<file path="config.mk">
export PLATFORM = sky130hd
export DESIGN_NAME = tapid_thr_loop
export DESIGN_NICKNAME = d
export VERILOG_FILES = /design/src/design/three_axis_pid_with_integral_limits_macros.svh /design/src/design/tapid_pkg.sv /design/src/design/tapid_thr_loop.sv
export SDC_FILE = /design/constraint.sdc
export NUM_CORES = 2
export LEC_CHECK = 0
export BUFFER_PORTS_ARGS = -buffer_cell sky130_fd_sc_hd__buf_4
export CAP_MARGIN = 20
export CORE_UTILIZATION = 25
export DETAILED_ROUTE_END_ITERATION = 8
export GPL_ROUTABILITY_DRIVEN = 1
export PLACE_DENSITY_LB_ADDON = 0.12
export SLEW_MARGIN = 0
export SYNTH_ARGS = -nofsm -noshare
export SYNTH_HDL_FRONTEND = slang
export SYNTH_SLANG_ARGS = --single-unit
</file>
<file path="constraint.sdc">
create_clock -name vclk -period 18.95
set_input_delay 1.895 -clock vclk [all_inputs]
set_output_delay 1.895 -clock vclk [all_outputs]
set_load 0.1 [all_outputs]
</file>
<file path="src/design/three_axis_pid_with_integral_limits_macros.svh">
// Assertion macros for the three-axis PID top module.
`ifndef THREE_AXIS_PID_WITH_INTEGRAL_LIMITS_MACROS_SVH
`define THREE_AXIS_PID_WITH_INTEGRAL_LIMITS_MACROS_SVH

// Same-cycle implication, clocked on aclk, off during reset
`define TAPID_ASSERT_NOW(lbl, ante, cons) \
    lbl: assert property (@(posedge aclk) disable iff (!aresetn) (ante) |-> (cons)) \
        else $error("tapid: same-cycle check failed");

// Next-cycle implication, clocked on aclk, off during reset
`define TAPID_ASSERT_NEXT(lbl, ante, cons) \
    lbl: assert property (@(posedge aclk) disable iff (!aresetn) (ante) |=> (cons)) \
        else $error("tapid: next-cycle check failed");

`endif

</file>
<file path="src/design/tapid_pkg.sv">
// Package: widths, register indexes and defaults for the three-axis PID block.
`timescale 1ns / 1ps

package tapid_pkg;

    // field widths
    localparam int ERR_W    = 16;
    localparam int GAIN_W   = 16;
    localparam int THR_W    = 15;
    localparam int CLAMP_W  = 23;
    localparam int MAXT_W   = 13;
    localparam int SUM_W    = 24;
    localparam int DRIVE_W  = 16;
    localparam int TDRV_W   = 13;

    // stream widths
    localparam int IN_FIELDS = 10;
    localparam int IN_W      = IN_FIELDS * ERR_W;
    localparam int OUT_RAW_W = 2 * DRIVE_W + TDRV_W;
    localparam int OUT_W     = ((OUT_RAW_W + 7) / 8) * 8;

    // configuration port
    localparam int CFG_IDX_W  = 3;
    localparam int CFG_DATA_W = CLAMP_W;

    localparam logic [CFG_IDX_W-1:0] REG_THROTTLE_GAIN_P     = 3'd0;
    localparam logic [CFG_IDX_W-1:0] REG_THROTTLE_GAIN_I     = 3'd1;
    localparam logic [CFG_IDX_W-1:0] REG_THROTTLE_GAIN_D     = 3'd2;
    localparam logic [CFG_IDX_W-1:0] REG_ROLL_INT_THRESHOLD  = 3'd3;
    localparam logic [CFG_IDX_W-1:0] REG_ROLL_INT_CLAMP      = 3'd4;
    localparam logic [CFG_IDX_W-1:0] REG_PITCH_INT_THRESHOLD = 3'd5;
    localparam logic [CFG_IDX_W-1:0] REG_PITCH_INT_CLAMP     = 3'd6;
    localparam logic [CFG_IDX_W-1:0] REG_THROTTLE_CEIL       = 3'd7;

    // register reset values
    localparam logic [THR_W-1:0]   THRESHOLD_RST = 15'd4096;
    localparam logic [CLAMP_W-1:0] CLAMP_RST     = 23'd4096;
    localparam logic [MAXT_W-1:0]  MAX_THR_RST   = 13'd4096;

    // module parameter defaults
    localparam int DT_SHIFT_DEF           = 4;
    localparam int PITCH_DEADBAND_DEF     = 20;
    localparam int THROTTLE_INT_CLAMP_DEF = 4096;

    typedef logic signed [ERR_W-1:0]  err_t;
    typedef logic signed [GAIN_W-1:0] gain_t;
    typedef logic signed [SUM_W-1:0]  sum_t;

endpackage

</file>
<file path="src/design/tapid_thr_loop.sv">
// Throttle PID datapath: unscaled sum and derivative, base add, 0..max clamp.
`timescale 1ns / 1ps

module tapid_thr_loop #(
    parameter int THROTTLE_INT_CLAMP = tapid_pkg::THROTTLE_INT_CLAMP_DEF
) (
    input  tapid_pkg::err_t                 err,
    input  tapid_pkg::err_t                 prev,
    input  tapid_pkg::sum_t                 sum,
    input  tapid_pkg::err_t                 base,
    input  tapid_pkg::gain_t                gain_p,
    input  tapid_pkg::gain_t                gain_i,
    input  tapid_pkg::gain_t                gain_d,
    input  logic [tapid_pkg::MAXT_W-1:0]    throttle_ceil,
    output logic [tapid_pkg::TDRV_W-1:0]    drive,
    output tapid_pkg::sum_t                 sum_next
);
    import tapid_pkg::*;

    localparam int ACCS_W = SUM_W + 1;
    localparam int DIF_W  = ERR_W + 1;
    localparam int P_W    = GAIN_W + ERR_W;
    localparam int I_W    = GAIN_W + ACCS_W;
    localparam int DP_W   = GAIN_W + DIF_W;
    localparam int ACC_W  = I_W + 2;

    localparam logic signed [ACCS_W-1:0] LIM_HI = ACCS_W'(THROTTLE_INT_CLAMP);
    localparam logic signed [ACCS_W-1:0] LIM_LO = -LIM_HI;

    logic signed [ACCS_W-1:0] sum_acc;
    logic signed [DIF_W-1:0]  diff;
    logic signed [P_W-1:0]    p_prod;
    logic signed [I_W-1:0]    i_prod;
    logic signed [DP_W-1:0]   d_prod;
    logic signed [ACC_W-1:0]  acc;
    logic signed [ACC_W-1:0]  total;
    logic signed [ACC_W-1:0]  max_s;

    // sum, derivative and products
    always_comb begin
        sum_acc = ACCS_W'(sum) + ACCS_W'(err);
        diff    = DIF_W'(err) - DIF_W'(prev);
        p_prod  = gain_p * err;
        i_prod  = gain_i * sum_acc;
        d_prod  = gain_d * diff;
        acc     = ACC_W'(p_prod) + ACC_W'(i_prod) + ACC_W'(d_prod);
        total   = (acc >>> 8) + ACC_W'(base);
    end

    // clamp throttle to 0..max
    always_comb begin
        max_s = ACC_W'($signed({1'b0, throttle_ceil}));
        if (total < 0) begin
            drive = '0;
        end else if (total > max_s) begin
            drive = TDRV_W'(throttle_ceil);
        end else begin
            drive = TDRV_W'(total);
        end
    end

    // clamp the stored sum
    always_comb begin
        if (sum_acc > LIM_HI) begin
            sum_next = SUM_W'(LIM_HI);
        end else if (sum_acc < LIM_LO) begin
            sum_next = SUM_W'(LIM_LO);
        end else begin
            sum_next = SUM_W'(sum_acc);
        end
    end

endmodule

</file>
Word-level counts from Yosys, hierarchy flattened --
Index checks and enable logic that the tools add are counted.
Storage, ports and cells: input port bits 133, bits in registers 0, word-level logic and storage cells 16, RAM bits 0, memories kept 0, output and inout port bits 37, ROM bits 0, latch bits 0
Operators by class: shifts and indexed selects 0, $mul 3, div/mod/pow operators 0, add/sub/neg operators 5, eq/ne operators 0, bitwise gates (word level) 0, mux-type cells 4, reductions and logical operators 0, order comparisons 4
Operators with widths (count):
- two-way mux 24 bit | 2
- adder 42 x 33 -> 43 bit | 1
- adder 32 x 41 -> 42 bit | 1
- multiplier 16 x 25 -> 41 bit | 1
- adder 35 x 16 -> 36 bit | 1
- > comparator 36 x 14 -> 1 bit | 1
- less-than comparator 36 x 1 -> 1 bit (second input constant) | 1
- multiplier 16 x 17 -> 33 bit | 1
- multiplier 16 x 16 -> 32 bit | 1
- two-way mux 13 bit | 2
- adder 24 x 16 -> 25 bit | 1
- > comparator 25 x 14 -> 1 bit (second input constant) | 1
- less-than comparator 25 x 13 -> 1 bit (second input constant) | 1
- subtractor 16 x 16 -> 17 bit | 1

Logic depth before layout (Yosys ltp) --
depth after elaboration 8, depth in mapped cells 58, gate-level depth less buffers 55

Least setup slack after synthesis --
Ideal clock, no wire load.
path type in2out, start point input port err[1], end point output port drive[8] in the netlist's numbering, required time 17.055 ns, path buffers 3, arrival time 16.879 ns, stages on the path 49, path slack 0.176 ns, path through clkbuf_1 > clkbuf_1 > inv_1 > fa_1 > nor2b_1 > o21ai_1 > a21oi_1 > a21oi_1 > a21oi_1 > a31o_2 > a22o_1 > o21ai_1 > clkbuf_1 > nand2_1 > fa_1 > inv_1 > fa_1 > inv_1 > [13 not listed] > nor3_1 > a2111oi_0 > o21ai_0 > a21oi_1 > a21oi_1 > xnor2_1 > ha_1 > nand4_1 > or2_0 > or4_1 > o32a_1 > a21o_1 > a22o_1 > nor4_2 > nand4_1 > nor4_2 > a21oi_1 > nor3_1
Between the ends: word-level cells in the longest chain between the ends 8, elaborated cells between the ends (all ways) 12, those cells by class add/sub (5); mul (3); order compare (2); mux (2)
RTL lines:
- from (decl) | RTL line tapid_thr_loop.sv:7 | input tapid_pkg::err_t err,
- adder 24 x 16 -> 25 bit | RTL line tapid_thr_loop.sv:41 | sum_acc = ACCS_W'(sum) + ACCS_W'(err);
- multiplier 16 x 25 -> 41 bit | RTL line tapid_thr_loop.sv:44 | i_prod = gain_i * sum_acc;
- adder 32 x 41 -> 42 bit | RTL line tapid_thr_loop.sv:46 | acc = ACC_W'(p_prod) + ACC_W'(i_prod) + ACC_W'(d_prod);
- adder 42 x 33 -> 43 bit * | RTL line tapid_thr_loop.sv:46
- adder 35 x 16 -> 36 bit * | RTL line tapid_thr_loop.sv:47 | total = (acc >>> 8) + ACC_W'(base);
- > comparator 36 x 14 -> 1 bit | RTL line tapid_thr_loop.sv:55 | end else if (total > max_s) begin
- two-way mux 13 bit | RTL line tapid_thr_loop.sv:55
- two-way mux 13 bit * | RTL line tapid_thr_loop.sv:53 | if (total < 0) begin
- to (decl) | RTL line tapid_thr_loop.sv:15 | output logic [tapid_pkg::TDRV_W-1:0] drive,
Mark *: on every way between the ends. The rest lies on a longest branch, timed or not.

Worst setup path after layout --
start point input port err[0], end point output port drive[1] in the netlist's numbering
The elaborated chain is that of the path after synthesis.

==> flow_summary.json <==
{
  "status": "complete, no violations",
  "syn_nets": 6049,
  "fmax_ghz": 0.0552,
  "post_cts_resized": 0,
  "stdcell_count": 6743,
  "worstSetupPathType": "primary input to output port",
  "ys_types": 87,
  "period_share": 0.956,
  "detail_route.iter0.violations": 1179,
  "yosys_warnings": 0,
  "slew_headroom": 0.257,
  "critPathLaunchType": "primary input",
  "tightest_slew_ns": 1.11,
  "antenna_found_initial": 2,
  "vias": 29000,
  "wl_per_cell_um": 19.3,
  "antenna_left": 0,
  "dieArea_mm2": 0.165,
  "cp.arrival_ns": 16.23,
  "drt-pass1-iter-count": 5,
  "initial_core_util": 0.251,
  "first_global_vias": 32900,
  "grt_overflow": 0,
  "netlist_area_mm2": 0.0409,
  "setup_viol": 0,
  "seq_area_frac_synth": 0,
  "grt_usage": 0.164,
  "grt_pass1_wl_mm": 205,
  "holdCritPathClass": "primary input to output port",
  "hold_violations": 0,
  "crit_required_ns": 17.06,
  "fin_nets": 6122,
  "nFlopsAndLatches": 0,
  "coreArea_mm2": 0.163,
  "port_buffers": 170,
  "clkbuf_count": 0,
  "max_stage_delay_ns": 0.59,
  "grt_max_degree": 28,
  "slew_viol_final": 0,
  "regArea_um2": 0,
  "io_pins": 170,
  "slowest_stage": "fa_1",
  "drc": 0,
  "viasPerCell": 4.30,
  "avgSynthCellArea_um2": 9.09,
  "tns_ns": 0,
  "n_antenna_cell": 0,
  "placed_cells": 6743,
  "gp_congestion": 0.825,
  "synth_cells": 4497,
  "rsz0062_at_grt": "no",
  "area_growth_pct": 9.39,
  "row_count": 148,
  "die_y_um": 406,
  "crit_top_cell": "fa_1",
  "fp.dieW_um": 406,
  "maxCapViolCount": 0,
  "dpl.hpwl_mm": 118,
  "cp-end-kind": "output port",
  "cts_hold_buf": 0,
  "drive_above_1_share": 0.0613,
  "path_max_fanout": 18,
  "wl_mm": 130,
  "fin_crit_ns": 18.12,
  "cts_setup_buffers": 0
}
[cells in the final DEF, fill, tap and decap left out, types with 25 or more instances in the layout]
master and n:
and2_1 388, nor2_1 89, nand3_1 42, buf_4 229
a21o_1 42, o21ai_0 67, nor2b_1 64, xnor2_1 59
ha_1 303, nand2b_1 40, xor2_1 25, fa_1 1116
a21oi_1 87, nand2_1 476, inv_1 1259
[metal layers]
layer  vias up  wire length, um  global-route usage
li1      13200                -                   -
met1     15400            54000               0.208
met2       301            72300               0.319
met3        57             1770             0.00141
met4         0             1790              0.0182
met5         -                0                   0
[worst paths after layout]
| kind | start | to | slack (ns) | depth (start not counted) |
|---|---|---|---|---|
| min | throttle_ceil[2] | drive[2] | 4.26 | 4 |
| max | err[0] | drive[1] | 0.83 | 54 |
[cell usage after synthesis, types with 7 or more instances]
library cell     n  area share
a211oi_1        17      0.0031
a21boi_0         9      0.0017
a21boi_1         8      0.0015
a21o_1          42      0.0077
a21oi_1         87       0.011
a31oi_1         11      0.0017
and2_1         389       0.060
and3_1          24      0.0037
clkbuf_1       141       0.013
fa_1          1116        0.55
ha_1           303       0.093
inv_1         1259        0.12
nand2_1        476       0.044
nand2b_1        40      0.0061
nand3_1         42      0.0051
nand4_1         17      0.0026
nor2_1          89      0.0082
nor2b_1         64      0.0098
nor3_1          20      0.0024
nor3b_1          7      0.0013
nor4_1           7      0.0011
o211ai_1         8      0.0015
o21a_1          13      0.0024
o21ai_0         69      0.0084
o21ai_1         15      0.0018
or2_2            7      0.0011
or3_1            8      0.0012
xnor2_1         66       0.014
xor2_1          25      0.0054
[cell families after synthesis]
| group | after synthesis | share of synthesized area |
|---|---|---|
| adder cells (fa/ha/maj) | 1419 | 0.639 |
| multiplexers | 1 | 0.000245 |
| AND/OR/NAND/NOR | 1223 | 0.153 |
| AO/OA/AOI/OAI | 346 | 0.0553 |
| buffers and inverters | 1417 | 0.132 |
| XOR/XNOR | 91 | 0.0195 |
[through the flow]
step	utilization	area, um^2	hold WS (ns)	setup slack (ns)
finish	0.275	44700	4.26	0.830
CTS	0.275	44700	4.26	0.698
detailed placement	0.275	44700	4.26	0.773
floorplan	-	40900	4.25	0.176
global route	0.275	44700	4.28	0.0262
global placement	0.275	44700	4.27	0.615
[worst max-delay path: cells and delay by family]
kind	cells	cell delay [ns]
buf+inv	9	1.08
xor+xnor	1	0.16
fa+ha+maj	13	5.88
compound gates	20	3.92
simple gates	11	3.24
[cell type report]
class	instances	area [um^2]
Tap cell	2175	2720
Fill cell	17800	118000
Inverter	1259	4730
Multi-Input combinational cell	3080	35500
Timing Repair Buffer	229	1720
Power is not shown: default switching activity piles up to over one toggle a cycle in this logic, so the estimate is an artifact.
