[src/design/three_axis_pid_with_integral_limits_macros.svh]
// Assertion macros for the three-axis PID top module.
`ifndef THREE_AXIS_PID_WITH_INTEGRAL_LIMITS_MACROS_SVH
`define THREE_AXIS_PID_WITH_INTEGRAL_LIMITS_MACROS_SVH

// Same-cycle implication, clocked on aclk, off during reset
`define TAPID_ASSERT_NOW(lbl, ante, cons) \
    lbl: assert property (@(posedge aclk) disable iff (!aresetn) (ante) |-> (cons)) \
        else $error("tapid: same-cycle check failed");

// Next-cycle implication, clocked on aclk, off during reset
`define TAPID_ASSERT_NEXT(lbl, ante, cons) \
    lbl: assert property (@(posedge aclk) disable iff (!aresetn) (ante) |=> (cons)) \
        else $error("tapid: next-cycle check failed");

`endif

[src/design/tapid_pkg.sv]
// Package: widths, register indexes and defaults for the three-axis PID block.
`timescale 1ns / 1ps

package tapid_pkg;

    // field widths
    localparam int ERR_W    = 16;
    localparam int GAIN_W   = 16;
    localparam int THR_W    = 15;
    localparam int CLAMP_W  = 23;
    localparam int MAXT_W   = 13;
    localparam int SUM_W    = 24;
    localparam int DRIVE_W  = 16;
    localparam int TDRV_W   = 13;

    // stream widths
    localparam int IN_FIELDS = 10;
    localparam int IN_W      = IN_FIELDS * ERR_W;
    localparam int OUT_RAW_W = 2 * DRIVE_W + TDRV_W;
    localparam int OUT_W     = ((OUT_RAW_W + 7) / 8) * 8;

    // configuration port
    localparam int CFG_IDX_W  = 3;
    localparam int CFG_DATA_W = CLAMP_W;

    localparam logic [CFG_IDX_W-1:0] REG_THROTTLE_GAIN_P     = 3'd0;
    localparam logic [CFG_IDX_W-1:0] REG_THROTTLE_GAIN_I     = 3'd1;
    localparam logic [CFG_IDX_W-1:0] REG_THROTTLE_GAIN_D     = 3'd2;
    localparam logic [CFG_IDX_W-1:0] REG_ROLL_INT_THRESHOLD  = 3'd3;
    localparam logic [CFG_IDX_W-1:0] REG_ROLL_INT_CLAMP      = 3'd4;
    localparam logic [CFG_IDX_W-1:0] REG_PITCH_INT_THRESHOLD = 3'd5;
    localparam logic [CFG_IDX_W-1:0] REG_PITCH_INT_CLAMP     = 3'd6;
    localparam logic [CFG_IDX_W-1:0] REG_THROTTLE_CEIL       = 3'd7;

    // register reset values
    localparam logic [THR_W-1:0]   THRESHOLD_RST = 15'd4096;
    localparam logic [CLAMP_W-1:0] CLAMP_RST     = 23'd4096;
    localparam logic [MAXT_W-1:0]  MAX_THR_RST   = 13'd4096;

    // module parameter defaults
    localparam int DT_SHIFT_DEF           = 4;
    localparam int PITCH_DEADBAND_DEF     = 20;
    localparam int THROTTLE_INT_CLAMP_DEF = 4096;

    typedef logic signed [ERR_W-1:0]  err_t;
    typedef logic signed [GAIN_W-1:0] gain_t;
    typedef logic signed [SUM_W-1:0]  sum_t;

endpackage

[src/design/tapid_att_loop.sv]
// Roll/pitch PID datapath: sum update, gated integral, derivative, saturation.
`timescale 1ns / 1ps

module tapid_att_loop #(
    parameter int DT_SHIFT       = tapid_pkg::DT_SHIFT_DEF,
    parameter int PITCH_DEADBAND = tapid_pkg::PITCH_DEADBAND_DEF
) (
    input  tapid_pkg::err_t                    err,
    input  tapid_pkg::err_t                    prev,
    input  tapid_pkg::sum_t                    sum,
    input  tapid_pkg::gain_t                   kp,
    input  tapid_pkg::gain_t                   ki,
    input  tapid_pkg::gain_t                   kd,
    input  logic [tapid_pkg::THR_W-1:0]        threshold,
    input  logic [tapid_pkg::CLAMP_W-1:0]      clamp,
    input  logic                               zone_gate,  // pitch style sum clearing
    output logic signed [tapid_pkg::DRIVE_W-1:0] drive,
    output tapid_pkg::sum_t                    sum_next
);
    import tapid_pkg::*;

    localparam int ABS_W  = ERR_W + 1;
    localparam int ACCS_W = SUM_W + 1;
    localparam int DIF_W  = ERR_W + 1;
    localparam int D_W    = DIF_W + DT_SHIFT;
    localparam int P_W    = GAIN_W + ERR_W;
    localparam int I_W    = GAIN_W + ACCS_W;
    localparam int DP_W   = GAIN_W + D_W;
    localparam int ACC_W  = ((DP_W > I_W) ? DP_W : I_W) + 2;

    localparam logic [ABS_W-1:0]          DEADBAND_U = ABS_W'(PITCH_DEADBAND);
    localparam logic signed [ACC_W-1:0]   SAT_HI     = ACC_W'((1 << (DRIVE_W - 1)) - 1);
    localparam logic signed [ACC_W-1:0]   SAT_LO     = -ACC_W'(1 << (DRIVE_W - 1));

    logic [ABS_W-1:0]         abs_e;
    logic                     in_zone;
    logic                     in_dead;
    err_t                     step;
    logic signed [ACCS_W-1:0] sum_acc;
    logic signed [ACCS_W-1:0] sum_use;
    logic signed [ACCS_W-1:0] lim_hi;
    logic signed [ACCS_W-1:0] lim_lo;
    logic signed [DIF_W-1:0]  diff;
    logic signed [D_W-1:0]    dterm;
    logic signed [P_W-1:0]    p_prod;
    logic signed [I_W-1:0]    i_prod;
    logic signed [DP_W-1:0]   d_prod;
    logic signed [ACC_W-1:0]  acc;
    logic signed [ACC_W-1:0]  acc_sh;

    // error magnitude and zone tests
    always_comb begin
        abs_e   = err[ERR_W-1] ? ABS_W'(-DIF_W'(err)) : ABS_W'(err);
        in_zone = abs_e < ABS_W'(threshold);
        in_dead = abs_e <= DEADBAND_U;
    end

    // integral sum with time step as a shift
    always_comb begin
        step    = err >>> DT_SHIFT;
        sum_acc = ACCS_W'(sum) + ACCS_W'(step);
        if (zone_gate && !(in_zone && !in_dead)) begin
            sum_use = '0;
        end else begin
            sum_use = sum_acc;
        end
    end

    // derivative scaled up by the time step
    always_comb begin
        diff  = DIF_W'(err) - DIF_W'(prev);
        dterm = D_W'(diff) <<< DT_SHIFT;
    end

    // products and total
    always_comb begin
        p_prod = kp * err;
        i_prod = ki * sum_use;
        d_prod = kd * dterm;
        acc    = ACC_W'(p_prod) + ACC_W'(d_prod);
        if (in_zone) begin
            acc = acc + ACC_W'(i_prod);
        end
        acc_sh = acc >>> 8;
    end

    // saturate drive to 16 bits
    always_comb begin
        if (acc_sh > SAT_HI) begin
            drive = DRIVE_W'(SAT_HI);
        end else if (acc_sh < SAT_LO) begin
            drive = DRIVE_W'(SAT_LO);
        end else begin
            drive = DRIVE_W'(acc_sh);
        end
    end

    // clamp the stored sum to +-clamp
    always_comb begin
        lim_hi = ACCS_W'($signed({1'b0, clamp}));
        lim_lo = -lim_hi;
        if (sum_use > lim_hi) begin
            sum_next = SUM_W'(lim_hi);
        end else if (sum_use < lim_lo) begin
            sum_next = SUM_W'(lim_lo);
        end else begin
            sum_next = SUM_W'(sum_use);
        end
    end

endmodule

[config.mk]
export PLATFORM = sky130hd
export DESIGN_NAME = tapid_att_loop
export DESIGN_NICKNAME = d
export VERILOG_FILES = /design/src/design/three_axis_pid_with_integral_limits_macros.svh /design/src/design/tapid_pkg.sv /design/src/design/tapid_att_loop.sv
export SDC_FILE = /design/constraint.sdc
export NUM_CORES = 2
export LEC_CHECK = 0
export BUFFER_PORTS_ARGS = -buffer_cell sky130_fd_sc_hd__clkbuf_2
export CAP_MARGIN = 25
export CORE_AREA = 2 2 281 283
export DETAILED_ROUTE_END_ITERATION = 10
export DIE_AREA = 0 0 283 285
export PLACE_DENSITY = 0.75
export SLEW_MARGIN = 10
export SYNTH_ARGS = -nofsm -noshare
export SYNTH_HDL_FRONTEND = slang
export SYNTH_SLANG_ARGS = --single-unit
[constraint.sdc]
create_clock -name vclk -period 22.7
set_input_delay 3.405 -clock vclk [all_inputs]
set_output_delay 3.405 -clock vclk [all_outputs]
set_load 0.05 [all_outputs]
* Word-level counts from Yosys, hierarchy flattened *
Index checks and enable logic that the tools add are counted.
W data, S select, Z words.

storage, ports and cells
  ROM bits = 0
  bits in registers = 0
  memory bits (writable) = 0
  latch bits = 0
  input port bits = 143
  memories kept = 0

operators by class
  bitwise operators = 0
  $add $sub $neg = 6
  div/mod/pow operators = 0
  multipliers = 3
  mux-type cells = 7
  $lt $le $gt $ge = 6
  reductions and logical operators = 4
  equality and inequality tests = 0
  shifts and indexed selects = 0

operators by type and width
  kind                    count
  $mux W24                2
  $mux W43                1
  $add A38 B41 Y42        1
  $mul A16 B25 Y41        1
  $add A32 B37 Y38        1
  $gt A35 B16 Y1 const B  1
  $lt A35 B16 Y1 const B  1
  $mul A16 B17 Y33        1
  $mul A16 B16 Y32        1
  $mux W16                2
  $add A24 B12 Y25        1
  $gt A25 B24 Y1          1
  $lt A25 B25 Y1          1
  $mux W25                1
  $neg A23 Y25            1
  $le A17 B5 Y1 const B   1
  $lt A17 B15 Y1          1
  $mux W17                1
  $neg A16 Y17            1
  $sub A16 B16 Y17        1
  $logic_and A1 B1 Y1     2
  $logic_not A1 Y1        2

* Depth between registers and ports, before layout *
  word-level depth = 14
  gate-level depth with buffers = 81
  gate-level depth less buffers = 78

* Least setup slack after synthesis *
No wires, ideal clock.

  kind = input port to output port
  start point = input port err[0]
  end point = output port drive[0] (netlist bit)
  arrival time = 21,756 ps
  slack = -2,461 ps
  data required time = 19,295 ps
  stages = 73
  path through = clkbuf_1 clkbuf_1 inv_1 ha_1 fa_1 nor2b_1 o21ai_0 a21boi_0 o21ai_0 a21boi_0 o21ai_0 a21boi_0 o21ai_0 a21boi_0 o21a_1 o21ai_0 nand2_1 a21o_1 (+37 left out) inv_1 fa_1 fa_1 fa_1 inv_1 ha_1 a21o_1 a21o_1 a21o_1 or3b_2 a211oi_1 o31ai_1 a21o_1 a21oi_1 xnor2_1 a21o_1 clkbuf_1 o21ai_0

between the ends
  cells in the longest elaborated chain, start to end = 14
  elaborated cells on any way between the ends = 20

ends and longest elaborated chain
  what                 line                  text
  from (decl)          tapid_att_loop.sv:8   input tapid_pkg::err_t err,
  $neg A16 Y17         tapid_att_loop.sv:53  abs_e = err[ERR_W-1] ? ABS_W'(-DIF_W'(err)) : ABS_W'(err);
  $mux W17             tapid_att_loop.sv:53
  $le A17 B5 Y1        tapid_att_loop.sv:55  in_dead = abs_e <= DEADBAND_U;
  $logic_not A1 Y1     tapid_att_loop.sv:62  if (zone_gate && !(in_zone && !in_dead)) begin
  $logic_and A1 B1 Y1  tapid_att_loop.sv:62
  $logic_not A1 Y1     tapid_att_loop.sv:62
  $logic_and A1 B1 Y1  tapid_att_loop.sv:62
  $mux W25             tapid_att_loop.sv:62
  $mul A16 B25 Y41     tapid_att_loop.sv:78  i_prod = ki * sum_use;
  $add A38 B41 Y42     tapid_att_loop.sv:82  acc = acc + ACC_W'(i_prod);
  $mux W43 (*)         tapid_att_loop.sv:81  if (in_zone) begin
  $lt A35 B16 Y1       tapid_att_loop.sv:91  end else if (acc_sh < SAT_LO) begin
  $mux W16             tapid_att_loop.sv:91
  $mux W16 (*)         tapid_att_loop.sv:89  if (acc_sh > SAT_HI) begin
  to (decl)            tapid_att_loop.sv:17  output logic signed [tapid_pkg::DRIVE_W-1:0] drive,

Every way passes the cells marked *; elsewhere a longest branch is shown, timed or not.

* Worst setup path after layout *
  start point = input port err[0]
  end point = output port drive[13] (netlist bit)

The elaborated chain is that of the path after synthesis.

==> metrics.md <==
| Metric | Value |
|---|---|
| Status | finished with violations |
| Failing checks | setup timing |
| Final net count | 6776 |
| CP dominant cell by count | fa_1 |
| Storage element area | 0 µm² |
| Most frequent cells in the layout | 1103 x inv_1, 1008 x fa_1, 624 x nand2_1, 391 x buf_4, 368 x ha_1 |
| Fill cell count | 6283 |
| Count of different cell masters after synthesis | 82 |
| ANT nets after route | 0 |
| RSZ-0062 raised after global routing | true |
| Final HPWL DP | 96590 µm |
| DR WL/cell | 18.85 µm |
| Global-route wire length before repair | 191900 µm |
| Vias | 34521 |
| Slew Limit Fails | 0 |
| Area growth syn-to-layout | 15.16% |
| Commonest non-fill, non-tap cell in the layout | inv_1 |
| Total GRT Usage | 29.53% |
| Finished Core Util | 62.38% |
| Layout Cells excl Fill | roughly 6300 |
| Clock buffers | 0 |
| Initial drt markers | 2437 |
| Routability cong. | 0.9690 |
| Worst-margin pin slew | 1.053 ns |
| Vias per cell | between 5 and 6 |
| Setup TNS | -17.02 ns |
| Boundary pin count | 183 |
| CP delay by family, top | adder cells |
| Mapped Area | 42240 µm² |
| Critical path depth | 77 |
| Setup Viol. Count Final | 16 |
| Crit path DAT | 20.46 ns |
| Hold crit path type | primary input to output pin |
| Share of layout cells above drive strength 1 | 16.75% |
| Max-Cap Viols | 0 |
| Pin count of the biggest net entering global routing | 80 |
| Initial DRT Pass Iterations | 5 |
| Slowest cell on crit path | or4_4 |
| Crit path kind | primary input to output pin |
| # DRC | 0 |
| Drt total wl | 117900 µm |
| Sequential element share of the synthesized area | 0% |
| Core ar. | slightly below 80000 µm² |
| Synthesized instance count | 4799 |
| Post-Syn Nets | 6368 |
| Chip Width | 283 µm |
| Startpoint types | primary input |
| Syn. warnings | 0 |
| Die Y-Extent | 285 µm |
| Initial antenna violation count | 5 |
| Dpl cell area | between 40000 and 50000 µm² |
| PnR worst setup slack | -1.165 ns |
| Req. time, crit path | a little under 20 ns |
| Dpl cells | 6181 |
| Worst rel slew slack | 29.55% |
| Hold Path Depth | 4 |
| Die Area | 80660 µm² |
| Final hold violation count | 0 |
| Max FO, Critical Path | 6 |
| Initial Util | 54.17% |
| FFs & Latches | 0 |
| Final clock period utilization by the worst path | 105.1% |
| Minimum clock period | 23.86 ns |
| Row count | 103 |
| I/O Buffers | 183 |
| GRT overflow | 0 |
| Post-synthesis area per instance | 8.801 µm² |
| WP buf/inv | 24 |
| Crit end category | output pin |
| Fin area | around 49000 µm² |
| Worst path max stage delay | 0.65 ns |
| Achievable clock frequency | 41.90 MHz |
| Vias in the first global route | 37521 |
cell type report:
type                            count  area (µm²)  area share [%]
Antenna cell                        2       5.005         0.01029
Inverter                         1130        4252           8.741
Multi-Input combinational cell   3480       38740           79.66
Tap cell                         1050        1314           2.701
Timing Repair Buffer              595        4324           8.890
timing repair:
item | 4_1_cts | 5_1_grt
pin swaps | 77 | 99
gates cloned | 1 | 0
resized for setup | 116 | 165
hold buffers | 0 | 0
endpoints found under the setup margin | 16 | 16
buffers inserted | 49 | 25
cells in the mapped netlist, types with 16 or more instances:
| library cell | n | share of area, % |
|---|---|---|
| inv_1 | 1124 | 10 |
| fa_1 | 1020 | 48 |
| nand2_1 | 634 | 5.6 |
| ha_1 | 406 | 12 |
| and2_1 | 234 | 3.5 |
| clkbuf_1 | 173 | 1.5 |
| and3_1 | 157 | 2.3 |
| xnor2_1 | 138 | 2.9 |
| o21ai_0 | 105 | 1.2 |
| nor2_1 | 100 | 0.89 |
| a21oi_1 | 96 | 1.1 |
| a21o_1 | 79 | 1.4 |
| nand2b_1 | 61 | 0.90 |
| nor2b_1 | 46 | 0.68 |
| nand3_1 | 38 | 0.45 |
| nor3_1 | 32 | 0.38 |
| xor2_1 | 32 | 0.66 |
| nand4_1 | 26 | 0.39 |
| a31oi_1 | 23 | 0.34 |
| mux2_2 | 22 | 0.59 |
| o21a_1 | 22 | 0.39 |
| a211oi_1 | 17 | 0.30 |
| o21bai_1 | 16 | 0.28 |
| or3_1 | 16 | 0.24 |
path summary, 6_finish.rpt:
check	from	end	slack, ns
max	err[0]	drive[13]	-1.16
min	clamp[15]	sum_next[15]	7.26
metal layers:
metal | part of all wire (%) | GRT usage (%) | vias to the layer above | wire length (µm)
met5 | 0.021 | 0 | - | 25
met4 | 4.0 | 10.08 | 4 | 4733
met3 | 8.7 | 5.496 | 334 | 10250
met2 | 49 | 50.56 | 1479 | 57810
met1 | 38 | 37.76 | 17344 | 45130
li1 | - | - | 15360 | -
metrics by stage:
stage	hold slack, ns	setup slack [ns]
after floorplan	7.108	-0.3269
after global placement	7.259	-1.197
after detailed placement	7.265	-1.575
after CTS	7.266	-1.132
after global routing	7.292	-1.852
final	7.265	-1.165
logic make-up after synthesis:
kind of cell / after synthesis / share of synthesized area [%]
buffers and inverters: 1320 / 11.77
xor gates and xnor gates: 170 / 3.525
muxes: 34 / 0.8709
AOI/OAI and AO/OA: 455 / 7.160
adders and majority gates: 1429 / 60.44
and+or+nand+nor: 1391 / 16.23
